--- config.mk ---
export PLATFORM = sky130hd
export DESIGN_NAME = weighted_tile_state_selector_core
export DESIGN_NICKNAME = d
export VERILOG_FILES = /design/src/rtl/wtss_pkg.sv /design/src/rtl/weighted_tile_state_selector_core.sv /design/src/rtl/wtss_ctrl.sv /design/src/rtl/wtss_dp.sv
export VERILOG_INCLUDE_DIRS = /design/src /design/src/rtl
export SDC_FILE = /design/constraint.sdc
export NUM_CORES = 1
export LEC_CHECK = 0
export ABC_CLOCK_PERIOD_IN_PS = 10800
export BUFFER_PORTS_ARGS = -buffer_cell sky130_fd_sc_hd__buf_4
export CORE_MARGIN = 5
export CORE_UTILIZATION = 55
export CTS_CLUSTER_SIZE = 12
export DETAILED_ROUTE_END_ITERATION = 8
export PLACE_DENSITY_LB_ADDON = 0.05
export SLEW_MARGIN = 20
export SYNTH_ARGS = -nofsm -noshare
export SYNTH_HDL_FRONTEND = slang
export SYNTH_SLANG_ARGS = --single-unit
--- constraint.sdc ---
create_clock -name clk_i -period 10.8 [get_ports clk_i]
set_input_delay 2.16 -clock clk_i [delete_from_list [all_inputs] [get_ports clk_i]]
set_output_delay 2.16 -clock clk_i [all_outputs]
set_load 0.02 [all_outputs]
--- src/rtl/weighted_tile_state_selector_core_defines.svh ---
// Assertion macros shared by the weighted tile state selector RTL.
// Depends on nothing; users must have clk_i and rst_ni in scope.
`ifndef WEIGHTED_TILE_STATE_SELECTOR_CORE_DEFINES_SVH
`define WEIGHTED_TILE_STATE_SELECTOR_CORE_DEFINES_SVH

`ifndef ASSERT_OFF
// Checked on every clock edge outside reset.
`define WTSS_ASSERT(label, prop, msg) \
  label: assert property (@(posedge clk_i) disable iff (!rst_ni) prop) else $error(msg);
// Checked on every clock edge, reset included.
`define WTSS_ASSERT_ALWAYS(label, prop, msg) \
  label: assert property (@(posedge clk_i) prop) else $error(msg);
`else
`define WTSS_ASSERT(label, prop, msg)
`define WTSS_ASSERT_ALWAYS(label, prop, msg)
`endif

`endif

--- src/rtl/wtss_pkg.sv ---
// Package of the weighted tile state selector: item types, codes and defaults.
// Used by the controller, the datapath and the top level.
package wtss_pkg;

  localparam int unsigned MaxEntriesDef = 16;
  localparam int unsigned WeightBitsDef = 16;

  localparam int unsigned ID_W     = 6;
  localparam int unsigned IN_W_W   = 16;
  localparam int unsigned MASK_W   = 64;
  localparam int unsigned TOTAL_W  = 20;
  localparam int unsigned OUT_CNT_W = 5;

  localparam logic [TOTAL_W-1:0] TOTAL_MAX = {TOTAL_W{1'b1}};

  typedef enum logic [1:0] {
    KIND_LOAD      = 2'd0,
    KIND_CONSTRAIN = 2'd1,
    KIND_COLLAPSE  = 2'd2,
    KIND_NOP       = 2'd3
  } kind_e;

  typedef enum logic [1:0] {
    ST_OK       = 2'd0,
    ST_EMPTY    = 2'd1,
    ST_BAD_DRAW = 2'd2,
    ST_FULL     = 2'd3
  } status_e;

  typedef struct packed {
    logic [1:0]         kind;
    logic               first_entry;
    logic               last_entry;
    logic [ID_W-1:0]    entry_id;
    logic [IN_W_W-1:0]  entry_weight;
    logic [MASK_W-1:0]  allowed_mask;
    logic [TOTAL_W-1:0] draw;
  } in_item_t;

  typedef struct packed {
    logic [1:0]           status;
    logic                 collapsed;
    logic [ID_W-1:0]      chosen_id;
    logic [TOTAL_W-1:0]   weight_total;
    logic [OUT_CNT_W-1:0] entry_count;
  } out_item_t;

  // Commands from the controller to the datapath.
  typedef struct packed {
    logic capture;
    logic exec;
    logic walk;
    logic fin;
  } wtss_cmd_t;

  // Status from the datapath to the controller.
  typedef struct packed {
    kind_e kind;
    logic  draw_bad;
    logic  walk_done;
    logic  out_free;
  } wtss_sts_t;

endpackage

--- src/rtl/weighted_tile_state_selector_core.sv ---
// Top level of the weighted tile state selector (roulette-wheel pick).
// Depends on wtss_pkg, wtss_ctrl and wtss_dp.
//
// The block keeps an ordered list of candidate states, each an id with a
// weight, plus the running weight total. Items arrive on the in_* channel
// with valid and ready, and every item returns exactly one result item on
// the out_* channel. A load item appends an entry, a constrain item drops
// entries whose id is not in the allowed mask, and a collapse item picks the
// first entry whose weight covers what is left of the draw.
// The block works on one item at a time. A load, a no-op or a bad draw goes
// from capture through the execute state to the finish state. Constrain and
// collapse walk the stored entries through the registered read port, one per
// cycle. The controller returns to idle, ready for the next item, in the same
// cycle that the result enters the output register and out_valid_o rises.
// While a result waits in the output register the next item is still taken;
// if the receiver stalls with out_ready_i low, the next finished result holds
// in the controller until the register frees.
// Reset empties the list, clears the total and the choice, and drops any
// pending result; the entry memory itself is not cleared.

module weighted_tile_state_selector_core #(
  parameter int unsigned MAX_ENTRIES = wtss_pkg::MaxEntriesDef,
  parameter int unsigned WEIGHT_BITS = wtss_pkg::WeightBitsDef
) (
  input  logic               clk_i,
  input  logic               rst_ni,
  input  logic               in_valid_i,
  output logic               in_ready_o,
  input  wtss_pkg::in_item_t in_item_i,
  output logic               out_valid_o,
  input  logic               out_ready_i,
  output wtss_pkg::out_item_t out_item_o
);
  import wtss_pkg::*;

  // Command and status groups between the controller and the datapath.
  wtss_cmd_t cmd;
  wtss_sts_t sts;

  // The controller sequences each item: capture, execute, walk the entries
  // when the kind needs it, then hand the result to the output register.
  wtss_ctrl u_ctrl (
    .clk_i      (clk_i),
    .rst_ni     (rst_ni),
    .in_valid_i (in_valid_i),
    .in_ready_o (in_ready_o),
    .sts_i      (sts),
    .cmd_o      (cmd)
  );

  // The datapath holds the entry memory, the list state and the result.
  wtss_dp #(
    .MAX_ENTRIES (MAX_ENTRIES),
    .WEIGHT_BITS (WEIGHT_BITS)
  ) u_dp (
    .clk_i       (clk_i),
    .rst_ni      (rst_ni),
    .in_item_i   (in_item_i),
    .cmd_i       (cmd),
    .sts_o       (sts),
    .out_ready_i (out_ready_i),
    .out_valid_o (out_valid_o),
    .out_item_o  (out_item_o)
  );

endmodule

--- src/rtl/wtss_ctrl.sv ---
// Controller state machine of the weighted tile state selector.
// Depends on wtss_pkg and the assertion macro header.
`include "weighted_tile_state_selector_core_defines.svh"

module wtss_ctrl (
  input  logic                clk_i,
  input  logic                rst_ni,
  input  logic                in_valid_i,
  output logic                in_ready_o,
  input  wtss_pkg::wtss_sts_t sts_i,
  output wtss_pkg::wtss_cmd_t cmd_o
);
  import wtss_pkg::*;

  typedef enum logic [3:0] {
    S_IDLE = 4'b0001,
    S_EXEC = 4'b0010,
    S_WALK = 4'b0100,
    S_FIN  = 4'b1000
  } state_e;

  state_e state_q, state_d;

  always_comb begin
    state_d     = state_q;
    cmd_o       = '0;
    in_ready_o  = 1'b0;
    case (state_q)
      S_IDLE: begin
        in_ready_o = 1'b1;
        if (in_valid_i) begin
          cmd_o.capture = 1'b1;
          state_d       = S_EXEC;
        end
      end
      S_EXEC: begin
        cmd_o.exec = 1'b1;
        if (sts_i.kind == KIND_CONSTRAIN ||
            (sts_i.kind == KIND_COLLAPSE && !sts_i.draw_bad)) begin
          state_d = S_WALK;
        end else begin
          state_d = S_FIN;
        end
      end
      S_WALK: begin
        cmd_o.walk = 1'b1;
        if (sts_i.walk_done) begin
          state_d = S_FIN;
        end
      end
      S_FIN: begin
        if (sts_i.out_free) begin
          cmd_o.fin = 1'b1;
          state_d   = S_IDLE;
        end
      end
      default: begin
        state_d = S_IDLE;
      end
    endcase
  end

  always_ff @(posedge clk_i or negedge rst_ni) begin
    if (!rst_ni) begin
      state_q <= S_IDLE;
    end else begin
      state_q <= state_d;
    end
  end

  `WTSS_ASSERT(a_walk_kind, (state_q == S_WALK) |-> (sts_i.kind == KIND_CONSTRAIN || sts_i.kind == KIND_COLLAPSE), "walk started for an item kind that has no walk")
  `WTSS_ASSERT(a_walk_draw, (state_q == S_WALK && sts_i.kind == KIND_COLLAPSE) |-> !sts_i.draw_bad, "collapse walk started with an out-of-range draw")

endmodule

--- src/rtl/wtss_dp.sv ---
// Datapath of the weighted tile state selector: entry memory, list state,
// walk counters and the result register. Depends on wtss_pkg and the macro header.
`include "weighted_tile_state_selector_core_defines.svh"

module wtss_dp #(
  parameter int unsigned MAX_ENTRIES = wtss_pkg::MaxEntriesDef,
  parameter int unsigned WEIGHT_BITS = wtss_pkg::WeightBitsDef
) (
  input  logic                clk_i,
  input  logic                rst_ni,
  input  wtss_pkg::in_item_t  in_item_i,
  input  wtss_pkg::wtss_cmd_t cmd_i,
  output wtss_pkg::wtss_sts_t sts_o,
  input  logic                out_ready_i,
  output logic                out_valid_o,
  output wtss_pkg::out_item_t out_item_o
);
  import wtss_pkg::*;

  localparam int unsigned AW    = $clog2(MAX_ENTRIES);
  localparam int unsigned CW    = $clog2(MAX_ENTRIES + 1);
  localparam int unsigned SUM_W = ((WEIGHT_BITS > TOTAL_W) ? WEIGHT_BITS : TOTAL_W) + 1;

  // Entry memory: one write and one registered read per cycle.
  logic [ID_W-1:0]        id_mem [MAX_ENTRIES];
  logic [WEIGHT_BITS-1:0] w_mem  [MAX_ENTRIES];
  logic [ID_W-1:0]        rd_id_q;
  logic [WEIGHT_BITS-1:0] rd_w_q;
  logic                   wr_en, rd_en;
  logic [AW-1:0]          wr_addr, rd_addr;
  logic [ID_W-1:0]        wr_id;
  logic [WEIGHT_BITS-1:0] wr_w;

  in_item_t item_q;

  logic [CW-1:0]      count_q, count_d;
  logic [TOTAL_W-1:0] total_q, total_d;
  logic [ID_W-1:0]    chosen_q, chosen_d;
  logic               collapsed_q, collapsed_d;
  status_e            status_q, status_d;
  logic [CW-1:0]      issue_q, issue_d;
  logic [CW-1:0]      wp_q, wp_d;
  logic [TOTAL_W-1:0] left_q, left_d;
  logic               rd_pend_q, rd_pend_d;
  logic               hit_q, hit_d;
  logic               out_valid_q, out_valid_d;
  out_item_t          out_item_q, out_item_d;

  kind_e                  kind;
  logic [WEIGHT_BITS-1:0] in_w;
  logic [CW-1:0]          ld_cnt, ld_cnt_new;
  logic [TOTAL_W-1:0]     ld_tot;
  logic [SUM_W-1:0]       ld_sum;
  logic [SUM_W-1:0]       eval_w, tot_ext, left_ext;
  logic                   draw_bad;

  assign kind     = kind_e'(item_q.kind);
  assign in_w     = WEIGHT_BITS'(item_q.entry_weight);
  assign draw_bad = (item_q.draw == '0) || (item_q.draw > total_q);
  assign ld_cnt   = item_q.first_entry ? '0 : count_q;
  assign ld_tot   = item_q.first_entry ? '0 : total_q;
  assign ld_sum   = SUM_W'(ld_tot) + SUM_W'(in_w);
  assign eval_w   = SUM_W'(rd_w_q);
  assign tot_ext  = SUM_W'(total_q);
  assign left_ext = SUM_W'(left_q);

  always_comb begin
    count_d     = count_q;
    total_d     = total_q;
    chosen_d    = chosen_q;
    collapsed_d = collapsed_q;
    status_d    = status_q;
    issue_d     = issue_q;
    wp_d        = wp_q;
    left_d      = left_q;
    rd_pend_d   = rd_pend_q;
    hit_d       = hit_q;
    out_valid_d = out_valid_q;
    out_item_d  = out_item_q;
    wr_en       = 1'b0;
    wr_addr     = '0;
    wr_id       = '0;
    wr_w        = '0;
    rd_en       = 1'b0;
    rd_addr     = issue_q[AW-1:0];
    ld_cnt_new  = ld_cnt;

    if (cmd_i.exec) begin
      status_d  = ST_OK;
      issue_d   = '0;
      wp_d      = '0;
      left_d    = item_q.draw;
      rd_pend_d = 1'b0;
      hit_d     = 1'b0;
      case (kind)
        KIND_LOAD: begin
          if (item_q.first_entry) begin
            collapsed_d = 1'b0;
            chosen_d    = '0;
          end
          if (ld_cnt < CW'(MAX_ENTRIES)) begin
            wr_en      = 1'b1;
            wr_addr    = ld_cnt[AW-1:0];
            wr_id      = item_q.entry_id;
            wr_w       = in_w;
            ld_cnt_new = ld_cnt + CW'(1);
            total_d    = (ld_sum > SUM_W'(TOTAL_MAX)) ? TOTAL_MAX : ld_sum[TOTAL_W-1:0];
          end else begin
            total_d  = ld_tot;
            status_d = ST_FULL;
          end
          count_d = ld_cnt_new;
          if (item_q.last_entry) begin
            // A single entry after the append can only be the one just loaded.
            if (ld_cnt_new == '0) begin
              status_d    = ST_EMPTY;
              collapsed_d = 1'b0;
              chosen_d    = '0;
            end else if (ld_cnt_new == CW'(1)) begin
              collapsed_d = 1'b1;
              chosen_d    = item_q.entry_id;
            end else begin
              collapsed_d = 1'b0;
              chosen_d    = '0;
            end
          end
        end
        KIND_COLLAPSE: begin
          if (draw_bad) begin
            status_d = ST_BAD_DRAW;
          end
        end
        default: begin
        end
      endcase
    end

    if (cmd_i.walk) begin
      // Evaluate the entry read in the previous cycle.
      if (rd_pend_q && !hit_q) begin
        if (kind == KIND_CONSTRAIN) begin
          if (item_q.allowed_mask[rd_id_q]) begin
            wr_en   = 1'b1;
            wr_addr = wp_q[AW-1:0];
            wr_id   = rd_id_q;
            wr_w    = rd_w_q;
            wp_d    = wp_q + CW'(1);
          end else begin
            total_d = (eval_w > tot_ext) ? '0 : TOTAL_W'(tot_ext - eval_w);
          end
        end else begin
          if (left_ext <= eval_w) begin
            chosen_d    = rd_id_q;
            collapsed_d = 1'b1;
            hit_d       = 1'b1;
          end else begin
            left_d = TOTAL_W'(left_ext - eval_w);
          end
        end
      end
      // Issue the next read.
      if (!hit_q && issue_q != count_q) begin
        rd_en     = 1'b1;
        issue_d   = issue_q + CW'(1);
        rd_pend_d = 1'b1;
      end else begin
        rd_pend_d = 1'b0;
      end
    end

    if (out_valid_q && out_ready_i) begin
      out_valid_d = 1'b0;
    end
    if (cmd_i.fin) begin
      if (kind == KIND_CONSTRAIN) begin
        count_d = wp_q;
      end
      out_valid_d             = 1'b1;
      out_item_d.status       = status_q;
      out_item_d.collapsed    = collapsed_q;
      out_item_d.chosen_id    = collapsed_q ? chosen_q : '0;
      out_item_d.weight_total = total_q;
      out_item_d.entry_count  = OUT_CNT_W'(count_d);
    end
  end

  always_ff @(posedge clk_i) begin
    if (wr_en) begin
      id_mem[wr_addr] <= wr_id;
      w_mem[wr_addr]  <= wr_w;
    end
    if (rd_en) begin
      rd_id_q <= id_mem[rd_addr];
      rd_w_q  <= w_mem[rd_addr];
    end
  end

  always_ff @(posedge clk_i) begin
    if (cmd_i.capture) begin
      item_q <= in_item_i;
    end
    left_q     <= left_d;
    out_item_q <= out_item_d;
  end

  always_ff @(posedge clk_i or negedge rst_ni) begin
    if (!rst_ni) begin
      count_q     <= '0;
      total_q     <= '0;
      chosen_q    <= '0;
      collapsed_q <= 1'b0;
      status_q    <= ST_OK;
      issue_q     <= '0;
      wp_q        <= '0;
      rd_pend_q   <= 1'b0;
      hit_q       <= 1'b0;
      out_valid_q <= 1'b0;
    end else begin
      count_q     <= count_d;
      total_q     <= total_d;
      chosen_q    <= chosen_d;
      collapsed_q <= collapsed_d;
      status_q    <= status_d;
      issue_q     <= issue_d;
      wp_q        <= wp_d;
      rd_pend_q   <= rd_pend_d;
      hit_q       <= hit_d;
      out_valid_q <= out_valid_d;
    end
  end

  assign sts_o.kind      = kind;
  assign sts_o.draw_bad  = draw_bad;
  assign sts_o.walk_done = hit_q || (issue_q == count_q);
  assign sts_o.out_free  = !out_valid_q || out_ready_i;
  assign out_valid_o     = out_valid_q;
  assign out_item_o      = out_item_q;

  `WTSS_ASSERT(a_count_bound, count_q <= CW'(MAX_ENTRIES), "entry count above list capacity")
  `WTSS_ASSERT(a_wp_behind, cmd_i.walk |-> (wp_q <= issue_q), "compaction write pointer passed the read pointer")
  `WTSS_ASSERT(a_hit_collapsed, hit_q |-> collapsed_q, "collapse hit without the collapsed flag")

endmodule
== Yosys cells after proc, flatten, opt, wreduce, memory -nomap -nowiden ==
Memories as Yosys holds them, arrays and structs flattened. A register that Yosys moved wholly into a read port is not among the register bits.
Index checks and enable logic that the tools add are counted.

* Output and inout bits: 36
* Bits in registers: 215
* Memories kept: 2
* Logic and storage cells: 178
* Latch bits: 0
* ROM bits: 0
* Input port bits: 114
* RAM bits: 352

{| class="wikitable"
|+ Memory list
! name !! words !! width !! rd ports !! clocked after memory_dff !! wr ports !! RTL line !! RTL
|-
| u_dp.w_mem || 16 || 16 || 1 || 1 || 1 || wtss_dp.sv:26 || <nowiki>logic [WEIGHT_BITS-1:0] w_mem [MAX_ENTRIES];</nowiki>
|-
| u_dp.id_mem || 16 || 6 || 1 || 1 || 1 || wtss_dp.sv:25 || <nowiki>logic [ID_W-1:0] id_mem [MAX_ENTRIES];</nowiki>
|}

* Multipliers: 0
* $lt $le $gt $ge: 6
* Add/sub/neg operators: 6
* Divide/modulo/power cells: 0
* Shifts and indexed selects: 0
* Equal/unequal tests: 12
* Muxes and demuxes: 111
* Reduce and logical (&&, ||, !) cells: 17
* Bitwise operators: 0

{| class="wikitable"
|+ Operators by type and width
! operator !! number
|-
| 20-bit two-way mux || 15
|-
| 16-bit two-way mux || 7
|-
| 6-bit two-way mux || 17
|-
| 5-bit two-way mux || 16
|-
| 4-bit two-way mux || 11
|-
| 20-bit by 16-bit subtractor with 20-bit output || 2
|-
| 1-bit two-way mux || 38
|-
| 20-bit by 16-bit adder with 21-bit output || 1
|-
| 21-bit by 20-bit greater-than comparator with 1-bit output, second input constant || 1
|-
| 16-bit by 20-bit greater-than comparator with 1-bit output || 1
|-
| 20-bit greater-than comparator || 1
|-
| 20-bit by 16-bit less-or-equal comparator with 1-bit output || 1
|-
| 20-bit logical NOT || 1
|-
| 4-bit case mux with 4 select lines || 1
|-
| 5-bit by 1-bit adder with 5-bit output, second input constant || 3
|-
| 2-bit two-way mux || 4
|-
| 6-bit by 7-bit less-than comparator with 1-bit output, second input constant || 1
|-
| 1-bit binary-select mux with 6-bit select || 1
|-
| 2-bit != test, second input constant || 3
|-
| 5-bit by 1-bit == test with 1-bit output, second input constant || 1
|-
| 5-bit == test || 1
|-
| 5-bit logical NOT || 1
|-
| 5-bit less-than comparator, second input constant || 1
|-
| 5-bit != test || 1
|-
| other kinds (13) || 22
|}

== Longest topological paths before layout ==
Gate-level depths: netlist of the first run.

* Depth in word-level cells: 15
* Depth in mapped cells: 15
* Depth with buffers taken out: 13

== Hierarchy ==
From an unflattened synthesis of the first run, not the netlist that was laid out.

* Cells, all modules: 1601
* Area, all modules: 25918.6 µm²

{| class="wikitable"
|+ By module, submodules not included
! module !! sequential area each (µm²) !! instances !! area an instance (µm²) !! cells an instance
|-
| wtss_dp || 17131.4 || 1 || 25658.4 || 1577
|-
| wtss_ctrl || 101.3 || 1 || 260.2 || 24
|}

== Worst setup path before layout of the first run ==
OpenSTA, ideal clock, no wires.

* Path kind: input-to-reg
* From: input in_valid_i
* To: register u_dp.item_q (netlist bit u_dp.in_w[0]), enable pin
* Cell stages on the path: 1
* Path slack: 5.628 ns
* Path buffers: 0
* Arrival: 4.692 ns
* Setup time: 0.481 ns
* Required time: 10.319 ns
* Cell sequence: and2_1

* Word-level cells in the longest chain between the ends: 2

{| class="wikitable"
|+ RTL lines
! item !! RTL line !! RTL
|-
| from (decl) || weighted_tile_state_selector_core.sv:27 || <nowiki>input logic in_valid_i,</nowiki>
|-
| 1-bit two-way mux || wtss_ctrl.sv:31 || <nowiki>if (in_valid_i) begin</nowiki>
|-
| 1-bit two-way mux || wtss_ctrl.sv:28 || <nowiki>case (state_q)</nowiki>
|-
| to (signal assigned) || wtss_dp.sv:200 || <nowiki>item_q <= in_item_i;</nowiki>
|-
| to (decl) || wtss_dp.sv:34 || <nowiki>in_item_t item_q;</nowiki>
|}

Every way passes these cells.
A chain may end at the register's enable or synchronous reset.

== Final worst setup path of the first run ==
* From: register u_dp.rd_id_q[1] (read register of u_dp.id_mem)
* To: memory u_dp.w_mem[7][3] in the netlist's numbering, enable pin

* Word-level cells in the longest chain between the ends: 8
* Elaborated cells between the ends (all ways): 12
* Classes of those cells: mux (12)

{| class="wikitable"
|+ RTL lines
! item !! RTL line !! RTL
|-
| from (decl) || wtss_dp.sv:27 || <nowiki>logic [ID_W-1:0] rd_id_q;</nowiki>
|-
| 1-bit binary-select mux with 6-bit select * || wtss_dp.sv:142 || <nowiki>if (item_q.allowed_mask[rd_id_q]) begin</nowiki>
|-
| 1-bit two-way mux (implied by the code) * || wtss_dp.sv:142 ||
|-
| 1-bit two-way mux || wtss_dp.sv:142 ||
|-
| 1-bit two-way mux || wtss_dp.sv:141 || <nowiki>if (kind == KIND_CONSTRAIN) begin</nowiki>
|-
| 1-bit two-way mux || wtss_dp.sv:140 || <nowiki>if (rd_pend_q && !hit_q) begin</nowiki>
|-
| 1-bit two-way mux || wtss_dp.sv:138 || <nowiki>if (cmd_i.walk) begin</nowiki>
|-
| 1-bit two-way mux || wtss_dp.sv:188 || <nowiki>if (wr_en) begin</nowiki>
|-
| 1-bit two-way mux (implied by the code) || wtss_dp.sv:190 || <nowiki>w_mem[wr_addr] <= wr_w;</nowiki>
|-
| to (decl) || wtss_dp.sv:26 ||
|}

Every way passes the cells marked *; elsewhere a longest branch is shown, timed or not. The select of a mux whose other input is x is not followed.

==> results of run 1 <==
[worst min-delay path by stage]
stage | cells past startpoint | from | endpoint | slack (ns)
2_1_floorplan | 0 | u_dp.status_q[1] | u_dp.out_item_o[33] | 0.42
3_5_place_dp | 0 | u_dp.status_q[1] | u_dp.out_item_o[33] | 0.45
4_1_cts | 0 | u_dp.status_q[1] | u_dp.out_item_o[33] | 0.46
3_3_place_gp | 0 | u_dp.status_q[0] | u_dp.out_item_o[32] | 0.44
6_report | 0 | u_dp.status_q[1] | u_dp.out_item_o[33] | 0.46
5_1_grt | 0 | u_dp.status_q[0] | u_dp.out_item_o[32] | 0.48
[cells in the final DEF, fill, tap and decap left out, types with 13 or more instances in the layout]
| cell type | synthesis | layout |
|---|---|---|
| a21o_1 | 25 | 25 |
| inv_1 | 58 | 58 |
| clkbuf_16 | 0 | 67 |
| xnor2_1 | 24 | 24 |
| nand4_1 | 21 | 21 |
| nor2_1 | 89 | 73 |
| nor3_1 | 15 | 15 |
| nand2_1 | 73 | 73 |
| nor2b_1 | 22 | 22 |
| and3_1 | 13 | 13 |
| mux4_2 | 123 | 123 |
| o21ai_0 | 40 | 40 |
| a21oi_1 | 69 | 69 |
| buf_4 | 0 | 175 |
| and2_1 | 14 | 13 |
| edfxtp_1 | 518 | 518 |
| xor2_1 | 21 | 21 |
| ha_1 | 72 | 72 |
| mux2i_1 | 22 | 22 |
| dfrtp_1 | 50 | 47 |
| a22o_1 | 29 | 29 |
| nand3_1 | 22 | 22 |
| dfxtp_1 | 20 | 20 |
| a31oi_1 | 14 | 14 |
[worst max-delay path, stage by stage, from the launching register on]
cell	delay, ns
edfxtp_1	0.96
mux4_2	0.61
or2_1	0.22
a31oi_1	0.21
nand4_1	0.23
and3_1	0.24
buf_4	0.25
nor2b_1	0.20
a32oi_1	0.79
nor2_4	0.34
[synthesized netlist by cell type, drive strengths merged, types with 12 or more instances]
master / n
and3: 13
and2: 14
xnor2: 24
xor2: 21
edfxtp: 518
nor2b: 22
buf: 26
o21ai: 50
nor3: 15
dfrtp: 50
nor2: 90
o21a: 12
mux2i: 22
nand3: 22
nand4: 21
dfxtp: 20
a31oi: 14
ha: 72
a22o: 29
inv: 59
a21oi: 70
a21o: 25
nand2: 73
clkbuf: 44
mux4: 123
[cells by family after synthesis]
logic type	share of synthesized area [%]
adders and majority gates	3.72
muxes	12.0
buffers and inverters	1.94
and+or+nand+nor	6.26
AOI/OAI and AO/OA	7.89
DFF	66.6
xor gates and xnor gates	1.52
[state kept, by name, indices dropped and copies added (netlist names)]
name              count
u_dp.chosen_q         6
u_dp.id_mem          96
u_dp.kind             2
u_dp.w_mem          256
u_dp.wp_q             5
u_dp.status_q         2
u_dp.out_valid_o      1
u_dp.total_q         20
u_dp.count_q          5
u_dp.issue_q          5
u_dp.rd_pend_q        1
u_dp.collapsed_q      1
u_dp.hit_q            1
u_dp.in_w            16
u_ctrl.state_q        4
u_dp.left_q          20
u_dp.item_q          92
u_dp.rd_w_q          16
u_dp.out_item_o      34
u_dp.rd_id_q          6
[cell type report]
class / count / area (um^2)
clock buffer: 81 / 1770
clock inverter: 30 / 300
fill: 3332 / 16700
inverter: 59 / 221
multi-input combinational: 890 / 8220
sequential: 589 / 17200
tap: 607 / 759
timing repair buffer: 176 / 1330
[per-layer routing]
metal	share of wire, %	up-vias	wire length, um
li1	-	6762	-
met1	45	7743	27600
met2	47	562	29000
met3	6.5	92	4000
met4	2.1	0	1290
met5	0	-	0
[power breakdown]
group / internal, mW / total (mW) / switching [mW]
combinational: 0.768 / 1.70 / 0.934
sequential: 2.76 / 2.96 / 0.204
clock: 1.24 / 2.13 / 0.889
==> impl_metrics.json, run 1 <==
{
  "worst_setup_path_start_kind": "flop",
  "status": "complete, no violations",
  "rrSetupSlack_ns": 6.37,
  "cp_max_fo": 37,
  "nets": 1971,
  "fin_total_pwr_mw": 6.80,
  "cts_setup_buffers": 0,
  "rsz0062_at_grt": "false",
  "portBuffers": 149,
  "final_util_pct": 64.1,
  "cts_resized": 0,
  "crit_type": "reg -> reg",
  "syn-cell-area_um2": 25900,
  "grt.busiest_layer": "met2",
  "syn_avg_cell_area_um2": 16.1,
  "end_kind": "flop",
  "synth_ff_type": "edfxtp_1",
  "drt_iter0_markers": 1622,
  "hold_buffers": 0,
  "areaGrowthSynthToFinish_pct": 15.4,
  "period_needed_ns": 4.43,
  "placed_area_um2": 27700,
  "power_density_nw_per_um2": 228,
  "synth_seq_area_share_pct": 66.6,
  "cap_violations": 0,
  "ios": 150,
  "timing.rr.end": "u_dp.w_mem[7][3]",
  "syn_nets": 1797,
  "setup_violations": 0,
  "core_area_um2": 46600,
  "clkSinkCount": 589,
  "grt_overflow_total": 0,
  "ant_nets": 0,
  "fp.dieH_um": 227,
  "remaining_drc_errors": 0,
  "whs_ns": 0.460,
  "synth_edf_count": 518,
  "setup_ws_ns": 6.37,
  "yosysUniqueCellTypes": 87,
  "antenna_cells": 0,
  "cp.arrival_ns": 4.69,
  "cp.required_ns": 11.06,
  "reg2regPathDepth": 9,
  "p_leak_nw": 10.9,
  "synth_area_leaders": "edfxtp_1 (60%), mux4_2 (11%), dfrtp_1 (4.8%)",
  "hold_violations": 0,
  "post_drt_wl_per_cell_um": 25.4,
  "drt-pass1-iter-count": 5,
  "critical_path.endpoint": "u_dp.w_mem[7][3]",
  "hold_class": "reg -> reg",
  "tightest_slew_ns": 1.04,
  "use_met1_pct": 36.5,
  "timing.final.crit_share_pct": 41.1,
  "drt-total-wl_um": 61900,
  "slew_headroom_pct": 30.6,
  "design_area_um2": 29800,
  "rows": 79,
  "grt_pass1_vias": 15300,
  "crit_start": "u_dp.rd_id_q[1]",
  "grt_pass1_wl_um": 93100,
  "final.setup.tns_ns": 0,
  "ir_drop_v": 0.000262,
  "gp_congestion": 0.879,
  "synthesis.instances": 1608,
  "timing.rr.start": "u_dp.rd_id_q[1]",
  "instances_no_fill": 2432,
  "cts_tree": "done",
  "slew_viol_final": 0,
  "grt_antenna_before_repair": 0,
  "grt_max_degree": 73,
  "grtUsageMet3_pct": 4.32,
  "yosysTopAreaCell": "edfxtp_1",
  "htree_levels": 3,
  "vias_per_cell": 6.23,
  "ys_ff_latch": 589,
  "cts_buffers": 66,
  "cts.clk_slew.worst_paths_ns": 0.05,
  "clock_skew_ns": 0.0279,
  "grt_util_met2_pct": 37.4,
  "fmax_ghz": 0.226,
  "clock_path_buffers": 3,
  "synth_top_area_share_pct": 60.1,
  "dp.cells": 2320,
  "clk_latency_ns": 0.61,
  "die_area_um2": 51500,
  "hpwl_um": 42300,
  "yosys_warnings": 0,
  "pre_cts_ws_ns": 6.26,
  "async_flop_share_pct": 8.66,
  "num_vias": 15200,
  "cts-root-buf": "clkbuf_16",
  "track_usage_pct": 24.2,
  "drive_above_1_share_pct": 24.2,
  "chipWidth_um": 227,
  "start_util_pct": 55.6
}
Power figures use the tool's default switching activity.
==> run 2, diff against run 1 <==
--- a/config.mk
+++ b/config.mk
@@ -6,7 +6,8 @@
 export SDC_FILE = /design/constraint.sdc
 export NUM_CORES = 1
 export LEC_CHECK = 0
-export ABC_CLOCK_PERIOD_IN_PS = 10800
+export ABC_AREA = 1
+export ABC_CLOCK_PERIOD_IN_PS = 3700
 export BUFFER_PORTS_ARGS = -buffer_cell sky130_fd_sc_hd__buf_4
 export CORE_MARGIN = 5
 export CORE_UTILIZATION = 55
==> constraint.sdc (replaced) <==
create_clock -name clk_i -period 3.7 [get_ports clk_i]
set_input_delay 0.74 -clock clk_i [delete_from_list [all_inputs] [get_ports clk_i]]
set_output_delay 0.74 -clock clk_i [all_outputs]
set_load 0.02 [all_outputs]
==> run 2 against run 1 <==
Clock-buffer cell count increased by 1; sequential power rose to 2.9 times the previous value; highest routed layer unchanged; die area rose by 5.6%; non-clock buffer count increased by 42; combinational power rose to 3.0 times the previous value; fmax increased by 32%; cell count rose by 39%; synthesized cell count increased by 55%; wire length is 22% higher; core utilization decreased by 0.19 points.
==> impl_metrics.json, run 2 <==
{
  "slew_viol_final": 0,
  "hold_buffers": 0,
  "p_leak_nw": 12.5,
  "cts_tree": "done",
  "synth_ff_type": "edfxtp_1",
  "top_register": "u_dp.w_mem",
  "syn-cell-area_um2": 27400,
  "cts_buffers": 61,
  "placed_area_um2": 29500,
  "synthesis.instances": 2485,
  "cts_setup_buffers": 0,
  "ir_drop_v": 0.000425,
  "core_area_um2": 49200,
  "timing.rr.end": "u_dp.w_mem[7][9]",
  "yosysTopAreaCell": "edfxtp_1",
  "timing.rr.start": "u_dp.rd_id_q[1]",
  "yosysUniqueCellTypes": 57,
  "design_area_um2": 31400,
  "async_flop_share_pct": 8.66,
  "rsz0062_at_grt": "false",
  "syn_avg_cell_area_um2": 11.0,
  "yosys_warnings": 0,
  "chipWidth_um": 233,
  "vias_per_cell": 5.75,
  "cp.arrival_ns": 3.65,
  "clkSinkCount": 589,
  "cts.clk_slew.worst_paths_ns": 0.06,
  "hold_violations": 0,
  "cap_violations": 0,
  "slew_headroom_pct": 32.7,
  "synth_seq_area_share_pct": 62.9,
  "whs_ns": 0.170,
  "grt_antenna_before_repair": 0,
  "post_drt_wl_per_cell_um": 22.5,
  "grt_pass1_vias": 18800,
  "rrSetupSlack_ns": 0.34,
  "drt-total-wl_um": 75700,
  "clock_skew_ns": 0.0435,
  "antenna_cells": 0,
  "cp.required_ns": 4.00,
  "fin_total_pwr_mw": 19.5,
  "hold_class": "in -> async",
  "htree_levels": 2,
  "mostFrequentLayoutCells": "edfxtp_1 (518), nand2_1 (413), inv_1 (254)",
  "rows": 81,
  "timing.final.crit_share_pct": 90.7,
  "grt_max_degree": 106,
  "clock_path_buffers": 3,
  "areaGrowthSynthToFinish_pct": 14.7,
  "worst_setup_path_start_kind": "flop",
  "synth_top_area_share_pct": 56.8,
  "die_area_um2": 54400,
  "synth.cells.most_frequent": "edfxtp_1 (518), nand2_1 (413), inv_1 (256)",
  "instances_no_fill": 3371,
  "top_regs": "u_dp.w_mem x256, u_dp.id_mem x96, u_dp.item_q x92",
  "num_vias": 19400,
  "cts-root-buf": "clkbuf_16",
  "fp.dieH_um": 233,
  "track_usage_pct": 27.5,
  "drt_iter0_markers": 2198,
  "fmax_ghz": 0.298,
  "cts_resized": 0,
  "largest_reg_flops": 256,
  "status": "complete, no violations",
  "synth.most_common_cell": "edfxtp_1",
  "hpwl_um": 52700,
  "synth_area_leaders": "edfxtp_1 (57%), nand2_1 (5.7%), dfrtp_1 (4.6%)",
  "crit_type": "reg -> reg",
  "power_density_nw_per_um2": 622,
  "dp.cells": 3264,
  "ys_ff_latch": 589,
  "syn_nets": 2674,
  "setup_ws_ns": 0.344,
  "final_common_cell": "edfxtp_1",
  "drive_above_1_share_pct": 12.8,
  "pre_cts_ws_ns": 0.374,
  "nets": 2852,
  "clk_latency_ns": 0.63,
  "gp_congestion": 0.981,
  "grt_overflow_total": 0,
  "cp_max_fo": 22,
  "remaining_drc_errors": 0,
  "drt-pass1-iter-count": 7,
  "tightest_slew_ns": 1.01,
  "ios": 150,
  "ant_nets": 0,
  "portBuffers": 149,
  "start_util_pct": 55.7,
  "synth_edf_count": 518,
  "reg2regPathDepth": 15,
  "end_kind": "flop",
  "period_needed_ns": 3.36,
  "setup_violations": 0,
  "grt_pass1_wl_um": 114000
}
[run 2: cell count changes in the layout (fill, tap and decap cells not counted), sizes merged, moves of 37 or more]
| cell | delta |
|---|---|
| nand2 | +345 |
| inv | +200 |
| o21ai | +200 |
| nand3 | +143 |
| mux4 | -123 |
| a21oi | +93 |
| o211ai | +92 |
| mux2i | +67 |
| buf | +42 |
| nor2 | +37 |
[run 2: kinds of logic after synthesis]
logic type / synth area share [%]
compound gates: 11.5
buf+inv: 5.51
simple gates: 11.9
fa+ha+maj: 3.51
xor+xnor: 1.44
mux: 3.25
flops: 62.9
[run 2: critical path, stage by stage (launching register included)]
cell      delay, ns
edfxtp_1       0.85
inv_4          0.21
nand3_1        0.14
nand3_1        0.07
nand2_1        0.11
nand2_1        0.06
nand3_1        0.08
nand3_2        0.13
nand2_4        0.15
nand2_4        0.13
nand2_1        0.19
inv_1          0.06
nor2_1         0.13
nand2_1        0.20
nor2_2         0.15
buf_4          0.34
[run 2: cell type report]
type                    instances  area, um^2
flip-flops and latches        589       17200
clock buffers                  82        1640
fillers                      3941       17700
repair buffers                218        1700
multi-input cells            1526        8710
inverters                     267        1010
clock inverters                25         282
well taps                     664         831
[run 2: report_power, final]
part	switching [mW]	internal [mW]
Clock	2.52	3.43
Sequential	0.583	7.98
Combinational	3.27	1.75
Total	6.37	13.2
[run 2: per-stage QoR]
stage               setup TNS [ns]  utilization, %
finish                           0            63.9
global route                     0            63.9
CTS                              0            63.9
detailed placement               0            60.0
global placement                 0            60.0
floorplan                  -106.68               -
[run 2: worst max path at each step]
stage / to / start / slack [ns]
finish: u_dp.w_mem[7][9] / u_dp.rd_id_q[1] / 0.34
global route: u_dp.w_mem[7][9] / u_dp.rd_id_q[1] / 0.05
CTS: u_dp.w_mem[7][9] / u_dp.rd_id_q[1] / 0.36
detailed placement: u_dp.w_mem[7][9] / u_dp.rd_id_q[1] / 0.37
global placement: u_dp.w_mem[7][9] / u_dp.rd_id_q[1] / 0.47
floorplan: u_dp.in_w[0] / in_valid_i / -0.97
[run 2: per-layer routing]
layer	GRT usage, %	wire (um)	part of all wire [%]
met5	0	0	0
met4	8.51	2360	3.1
met3	3.73	5190	6.9
met2	43.5	34900	46
met1	40.1	33300	44
